**src/design/pidc_pkg.sv**
```systemverilog
`timescale 1ns / 1ps
// ----------------------------------------------------------------------------
// pidc_pkg
// Shared types, codes and saturation helpers of the PID controller.
// ----------------------------------------------------------------------------
package pidc_pkg;

  localparam int unsigned DataW   = 32;
  localparam int unsigned LimW    = 31;
  localparam int unsigned ModeW   = 4;
  localparam int unsigned CfgIdxW = 3;
  localparam int unsigned DivCntW = 5;   // 32 quotient bits

  localparam logic [LimW-1:0] RampReset = 31'd65536;

  typedef enum logic [CfgIdxW-1:0] {
    REG_GAIN_P     = 3'd0,
    REG_GAIN_I     = 3'd1,
    REG_GAIN_D     = 3'd2,
    REG_OUT_LIMIT  = 3'd3,
    REG_INT_LIMIT  = 3'd4,
    REG_RAMP_WIDTH = 3'd5,
    REG_FULL_BAND  = 3'd6,
    REG_MODE       = 3'd7
  } reg_idx_t;

  typedef enum logic [3:0] {
    ST_IDLE, ST_PREP, ST_CHECK, ST_RMUL, ST_DSTART, ST_DSTEP, ST_DFIN,
    ST_MI, ST_MP, ST_MD, ST_FIN, ST_CLR
  } state_t;

  typedef enum logic [3:0] {
    OP_NONE, OP_LOAD, OP_PREP, OP_CHECK, OP_RMUL, OP_DSTART, OP_DSTEP,
    OP_DFIN, OP_MI, OP_MP, OP_MD, OP_FIN, OP_CLR
  } dp_op_t;

  typedef struct packed {
    logic is_clear;
    logic need_div;
    logic div_last;
    logic out_free;
  } dp_status_t;

  function automatic logic signed [31:0] sat33(input logic signed [32:0] x);
    logic signed [31:0] r;
    if (x[32] != x[31]) r = x[32] ? 32'sh8000_0000 : 32'sh7fff_ffff;
    else r = x[31:0];
    return r;
  endfunction

  // floor(x / 65536) saturated to 32 bits
  function automatic logic signed [31:0] qsat(input logic signed [63:0] x);
    logic signed [47:0] s;
    logic signed [31:0] r;
    s = x[63:16];
    if (s > 48'sd2147483647) r = 32'sh7fff_ffff;
    else if (s < -48'sd2147483648) r = 32'sh8000_0000;
    else r = s[31:0];
    return r;
  endfunction

  function automatic logic signed [31:0] clampsym(input logic signed [33:0] x,
                                                  input logic [LimW-1:0] lim);
    logic signed [33:0] l;
    logic signed [33:0] r;
    l = signed'({3'b000, lim});
    if (x > l) r = l;
    else if (x < -l) r = -l;
    else r = x;
    return r[31:0];
  endfunction

endpackage

```
**src/design/pidc_ctrl.sv**
```systemverilog
`timescale 1ns / 1ps
// ----------------------------------------------------------------------------
// pidc_ctrl
// Sequencer: steps the datapath through one update or clear word.
// ----------------------------------------------------------------------------
module pidc_ctrl (
  input  logic                 clk,
  input  logic                 rst,
  input  logic                 in_valid,
  output logic                 in_ready,
  input  pidc_pkg::dp_status_t st,
  output pidc_pkg::dp_op_t     op
);

  pidc_pkg::state_t state, state_next;

  always_ff @(posedge clk) begin
    if (rst) state <= pidc_pkg::ST_IDLE;
    else state <= state_next;
  end

  always_comb begin
    state_next = state;
    op         = pidc_pkg::OP_NONE;
    in_ready   = 1'b0;
    unique case (state)
      pidc_pkg::ST_IDLE: begin
        in_ready = 1'b1;
        if (in_valid) begin
          op         = pidc_pkg::OP_LOAD;
          state_next = pidc_pkg::ST_PREP;
        end
      end
      pidc_pkg::ST_PREP: begin
        op         = pidc_pkg::OP_PREP;
        state_next = st.is_clear ? pidc_pkg::ST_CLR : pidc_pkg::ST_CHECK;
      end
      pidc_pkg::ST_CHECK: begin
        op         = pidc_pkg::OP_CHECK;
        state_next = st.need_div ? pidc_pkg::ST_RMUL : pidc_pkg::ST_MI;
      end
      pidc_pkg::ST_RMUL: begin
        op         = pidc_pkg::OP_RMUL;
        state_next = pidc_pkg::ST_DSTART;
      end
      pidc_pkg::ST_DSTART: begin
        op         = pidc_pkg::OP_DSTART;
        state_next = pidc_pkg::ST_DSTEP;
      end
      pidc_pkg::ST_DSTEP: begin
        op = pidc_pkg::OP_DSTEP;
        if (st.div_last) state_next = pidc_pkg::ST_DFIN;
      end
      pidc_pkg::ST_DFIN: begin
        op         = pidc_pkg::OP_DFIN;
        state_next = pidc_pkg::ST_MI;
      end
      pidc_pkg::ST_MI: begin
        op         = pidc_pkg::OP_MI;
        state_next = pidc_pkg::ST_MP;
      end
      pidc_pkg::ST_MP: begin
        op         = pidc_pkg::OP_MP;
        state_next = pidc_pkg::ST_MD;
      end
      pidc_pkg::ST_MD: begin
        op         = pidc_pkg::OP_MD;
        state_next = pidc_pkg::ST_FIN;
      end
      pidc_pkg::ST_FIN: begin
        if (st.out_free) begin
          op         = pidc_pkg::OP_FIN;
          state_next = pidc_pkg::ST_IDLE;
        end
      end
      pidc_pkg::ST_CLR: begin
        if (st.out_free) begin
          op         = pidc_pkg::OP_CLR;
          state_next = pidc_pkg::ST_IDLE;
        end
      end
      default: state_next = pidc_pkg::ST_IDLE;
    endcase
  end

endmodule

```
**config.mk**
```make
export PLATFORM = sky130hd
export DESIGN_NAME = pidc_ctrl
export DESIGN_NICKNAME = d
export VERILOG_FILES = /design/src/design/pidc_pkg.sv /design/src/design/pidc_ctrl.sv
export SDC_FILE = /design/constraint.sdc
export NUM_CORES = 1
export LEC_CHECK = 0
export ABC_AREA = 1
export ABC_CLOCK_PERIOD_IN_PS = 2000
export BUFFER_PORTS_ARGS = -buffer_cell sky130_fd_sc_hd__buf_2
export CAP_MARGIN = 20
export CORE_UTILIZATION = 25
export CTS_CLUSTER_SIZE = 25
export DETAILED_ROUTE_END_ITERATION = 6
export PLACE_DENSITY = 0.56
export SLEW_MARGIN = 10
export SYNTH_ARGS = -nofsm -noshare
export SYNTH_HDL_FRONTEND = slang
export SYNTH_SLANG_ARGS = --single-unit
```
**constraint.sdc**
```tcl
create_clock -name clk -period 2 [get_ports clk]
set_clock_uncertainty 0.2 [all_clocks]
set_input_delay 0.3 -clock clk [delete_from_list [all_inputs] [get_ports clk]]
set_output_delay 0.3 -clock clk [all_outputs]
set_load 0.02 [all_outputs]
```
=== Word level (Yosys, flattened, before mapping) ===
Index checks and enable logic that the tools add are counted.

* Eq/ne operators: 14
* Reductions and logical operators: 3
* Mux-type cells: 11

{| class="wikitable"
|+ Operators with widths
! cell !! number
|-
| 4-bit one-hot mux with 12 select lines || 1
|-
| 4-bit one-hot mux with 11 select lines || 1
|-
| 4-bit two-way mux || 6
|-
| 4-bit by 3-bit equality test with 1-bit output (second input constant) || 4
|-
| 4-bit equality test (second input constant) || 4
|-
| 4-bit by 2-bit equality test with 1-bit output (second input constant) || 2
|-
| 4-bit by 1-bit equality test with 1-bit output (second input constant) || 1
|-
| 4-bit logical NOT || 1
|-
| 2-bit != test (second input constant) || 2
|-
| 3-bit two-way mux || 1
|-
| 3-bit AND reduction || 1
|-
| 1-bit two-way mux || 2
|-
| 2-bit by 1-bit != test with 1-bit output (second input constant) || 1
|-
| 2-bit OR reduction || 1
|}

* Bits in registers: 4
* Word-level logic and storage cells: 29
* Input bits: 7

=== Depth between registers and ports, before layout ===
* Depth in word-level cells: 4
* Mapped depth: 7
* Depth with buffers taken out: 7

=== Least setup slack after synthesis ===
Ideal clock, no wire load.

* Kind: flip-flop to output port
* From: register state[2]
* To: output op[0]
* Path slack: 0.300 ns
* Stages on the path, launching flop included: 6
* Arrival time: 1.200 ns
* Path through: dfxtp_1 -> nor2_4 -> inv_1 -> nor2_1 -> nand2_1 -> nand3_1

* Longest elaborated chain between the ends: 2
* Elaborated cells on any way between the ends: 13

{| class="wikitable"
|+ RTL lines
! element !! RTL line !! source
|-
| start, declared || pidc_ctrl.sv:15 || <nowiki>pidc_pkg::state_t state, state_next;</nowiki>
|-
| start signal, assigned || pidc_ctrl.sv:18 || <nowiki>if (rst) state <= pidc_pkg::ST_IDLE;</nowiki>
|-
| start signal, assigned || pidc_ctrl.sv:19 || <nowiki>else state <= state_next;</nowiki>
|-
| 4-bit equality test (tied with other cells) || pidc_ctrl.sv:26 || <nowiki>unique case (state)</nowiki>
|-
| 4-bit one-hot mux with 12 select lines * || pidc_ctrl.sv:26 ||
|-
| end, declared || pidc_ctrl.sv:12 || <nowiki>output pidc_pkg::dp_op_t op</nowiki>
|}

Every way passes the cells marked *; elsewhere a longest branch is shown, timed or not.

=== Final worst setup path ===
* From: register state[1]
* To: output op[0]

The elaborated chain is that of the path after synthesis.

==> results.toml <==
[status]
outcome = "completed"

[floorplan]
dieArea_um2 = 1650
core_um2 = 1350
rows = 13
top_level_ports = 12
dieWidth_um = 40.6
die_h_um = 40.6
start_util = 0.276

[placement]
dp_slack_ns = 0.330
port_buffers = 11
gp_congestion = 0.805
dpl.hpwl_um = 722

[clock_network]
root_buffer = "clkbuf_4"
htree_num_levels = 1
clkSinkCount = 4
cts_tree = "done"
path_clk_slew_ns = 0.04
worstSkewPairLatency_ns = 0.23
cts_max_path_buffers = 2
cts_setup_buffers = 0
cts_buffers = 3

[sta]
timing_hold_violations_final = 0
max_slew_margin = 0.822
fin_crit_ns = 1.86
setup_violations = 0
clock.fmax_ghz = 0.538
worst_pin_slew_ns = 0.266
finalMaxSlewViolations = 0
postLayoutSetupSlackWorst_ns = 0.142
rsz0062_at_grt = "no"
finalCritPeriodShare = 0.929
finalSetupTns_ns = 0

[cells_and_area]
reg_top3 = "state (4)"
seq_area_um2 = 81.3
multiInputGateArea_um2 = 240
nets = 86
diodes = 0
drive_above_1_share = 0.364
fill_cells = 155
areaGrowthSynthToFinish_pct = 26.2
top_register = "state"
largest_register_ffs = 4

[grt]
gr-usage-met2 = 0.198
track_usage = 0.125
grt_pass1_vias = 360
antenna_found_initial = 0
top_usage_layer = "met2"
met3_usage = 0
grt_max_degree = 7
grt_pass1_wl_um = 1410
grt_overflow = 0
grt.met1_usage = 0.167

[power_and_ir_drop]
vdd_drop_max_mv = 0.549
p_leak_nw = 0.247
power_density_nw_per_um2 = 1530

[yosys]
synth_xor_area_frac = 0
synth_nets = 70
synth_compound_area_frac = 0.144
syn-cell-area_um2 = 373
synthTopCellsByArea = "dfxtp_1 21%, nand2_1 14%, inv_1 12%, nand3_1 8.1%, nor2_1 7.0%"
yosysSeqAreaShare = 0.215
yosys.area_share.simple = 0.500
synthCells = 63
synth_fa_ha_area_frac = 0
synth-seq-cells = 4
synth_top_area_cell = "dfxtp_1"
postSynthAreaPerCell_um2 = 5.92
muxShareOfSynthArea = 0
yosysTopAreaCellShare = 0.215
synth.distinct_cells = 19
synth_top_family_by_area = "simple AND/OR/NAND/NOR gates"
yosys_warnings = 0

[routing]
viasPerCell = 4.40
antenna_left = 0
post-route-drc-count = 0
wirelength_um = 859
wl_per_cell_um = 9.34
dr.pass1.iters = 2
drt_iter0_drc = 5
vias = 405

[worst_hold_path]
hold_path_depth = 2
hold_class = "input port to register"

[critical_path]
worstPathRequired_ns = 1.50
crit_type = "register to output pin"
cp_max_fo = 6
critPathLaunchType = "register"
arrival_ns = 1.36
rr_worst_depth = 6
critPathCaptureType = "output pin"

[job]
drv_cap = 0
-- cells in the mapped netlist --
master / number
nor2_4: 1
nand2_1: 14
o31ai_1: 1
nor3_1: 1
o21ai_1: 1
a211oi_1: 1
nand3_1: 6
o21ai_2: 1
nand2_2: 1
nor3_2: 2
inv_2: 2
nand3_2: 1
nor2_1: 7
a21oi_1: 2
inv_1: 12
nor2_2: 4
a21oi_2: 1
dfxtp_1: 4
a31oi_1: 1
-- worst max-delay path, cell delays in order (launching register included) --
cell,delay [ns]
dfxtp_1,0.45
inv_1,0.14
nor3_2,0.21
nand2_1,0.09
nand3_1,0.08
buf_2,0.16
-- stage by stage --
stage / util / total power, mW / instances / area, µm² / hold slack, ns
after floorplan: - / 0.501 / 63 / 373 / 0.162
after detailed placement: 0.331 / 0.623 / 89 / 447 / 0.315
final: 0.348 / 0.719 / 92 / 470 / 0.0769
after global routing: 0.348 / 0.790 / 92 / 470 / 0.0695
after CTS: 0.348 / 0.730 / 92 / 469 / 0.0653
after global placement: 0.331 / 0.624 / 89 / 447 / 0.316
-- cell type report --
class                   count  share of cell area
multi-input cells          45               0.511
well taps                  15              0.0399
flip-flops and latches      4               0.173
clock buffers               3              0.0479
repair buffers             11               0.117
inverters                  14               0.112
-- path summary, 6_finish.rpt --
path | startpoint | end | slack (ns)
setup / recovery | state[1] | op[0] | 0.14
hold / removal | rst | state[0] | 0.08
setup reg to reg | state[0] | state[0] | 0.67
hold reg to reg | state[0] | state[0] | 0.38
-- cells by family after synthesis --
family,count (synthesis)
flip-flops,4
buffers and inverters,14
AO/OA/AOI/OAI,8
AND/OR/NAND/NOR,37
-- timing repair --
item | in CTS | in global routing
hold buffers | 0 | 0
gates resized for setup | 0 | 1
endpoints found under the hold margin | 0 | 0
endpoints found under the setup margin | 0 | 2
-- metal layers --
| metal | part of all wire | wire length (µm) | vias to the layer above |
|---|---|---|---|
| met5 | 0 | 0 | - |
| met4 | 0 | 0 | 0 |
| met3 | 0.038 | 33 | 0 |
| met2 | 0.45 | 387 | 7 |
| met1 | 0.51 | 438 | 170 |
| li1 | - | - | 228 |
-- placed cells by master (no fill, tap or decap) --
| cell type | synthesis | routed |
|---|---|---|
| inv_1 | 12 | 12 |
| dfxtp_2 | 0 | 1 |
| nor2_2 | 4 | 4 |
| nand3_1 | 6 | 6 |
| buf_2 | 0 | 11 |
| inv_2 | 2 | 2 |
| nor3_1 | 1 | 1 |
| nand3_2 | 1 | 1 |
| nand2_2 | 1 | 1 |
| o21ai_2 | 1 | 1 |
| nor2_1 | 7 | 7 |
| a31oi_1 | 1 | 1 |
| a21oi_2 | 1 | 1 |
| nor2_4 | 1 | 1 |
| nand2_1 | 14 | 14 |
| o31ai_1 | 1 | 1 |
| nor3_2 | 2 | 2 |
| dfxtp_1 | 4 | 3 |
| a211oi_1 | 1 | 1 |
| clkbuf_4 | 0 | 3 |
| a21oi_1 | 2 | 2 |
| o21ai_1 | 1 | 1 |
-- power breakdown --
part / total [mW] / internal [mW] / switching (mW) / leakage (nW)
logic: 0.457 / 0.159 / 0.298 / 0.199
clock network: 0.0995 / 0.0671 / 0.0324 / 0.0138
registers: 0.163 / 0.110 / 0.0534 / 0.0333
(Power assumes the default switching activity.)
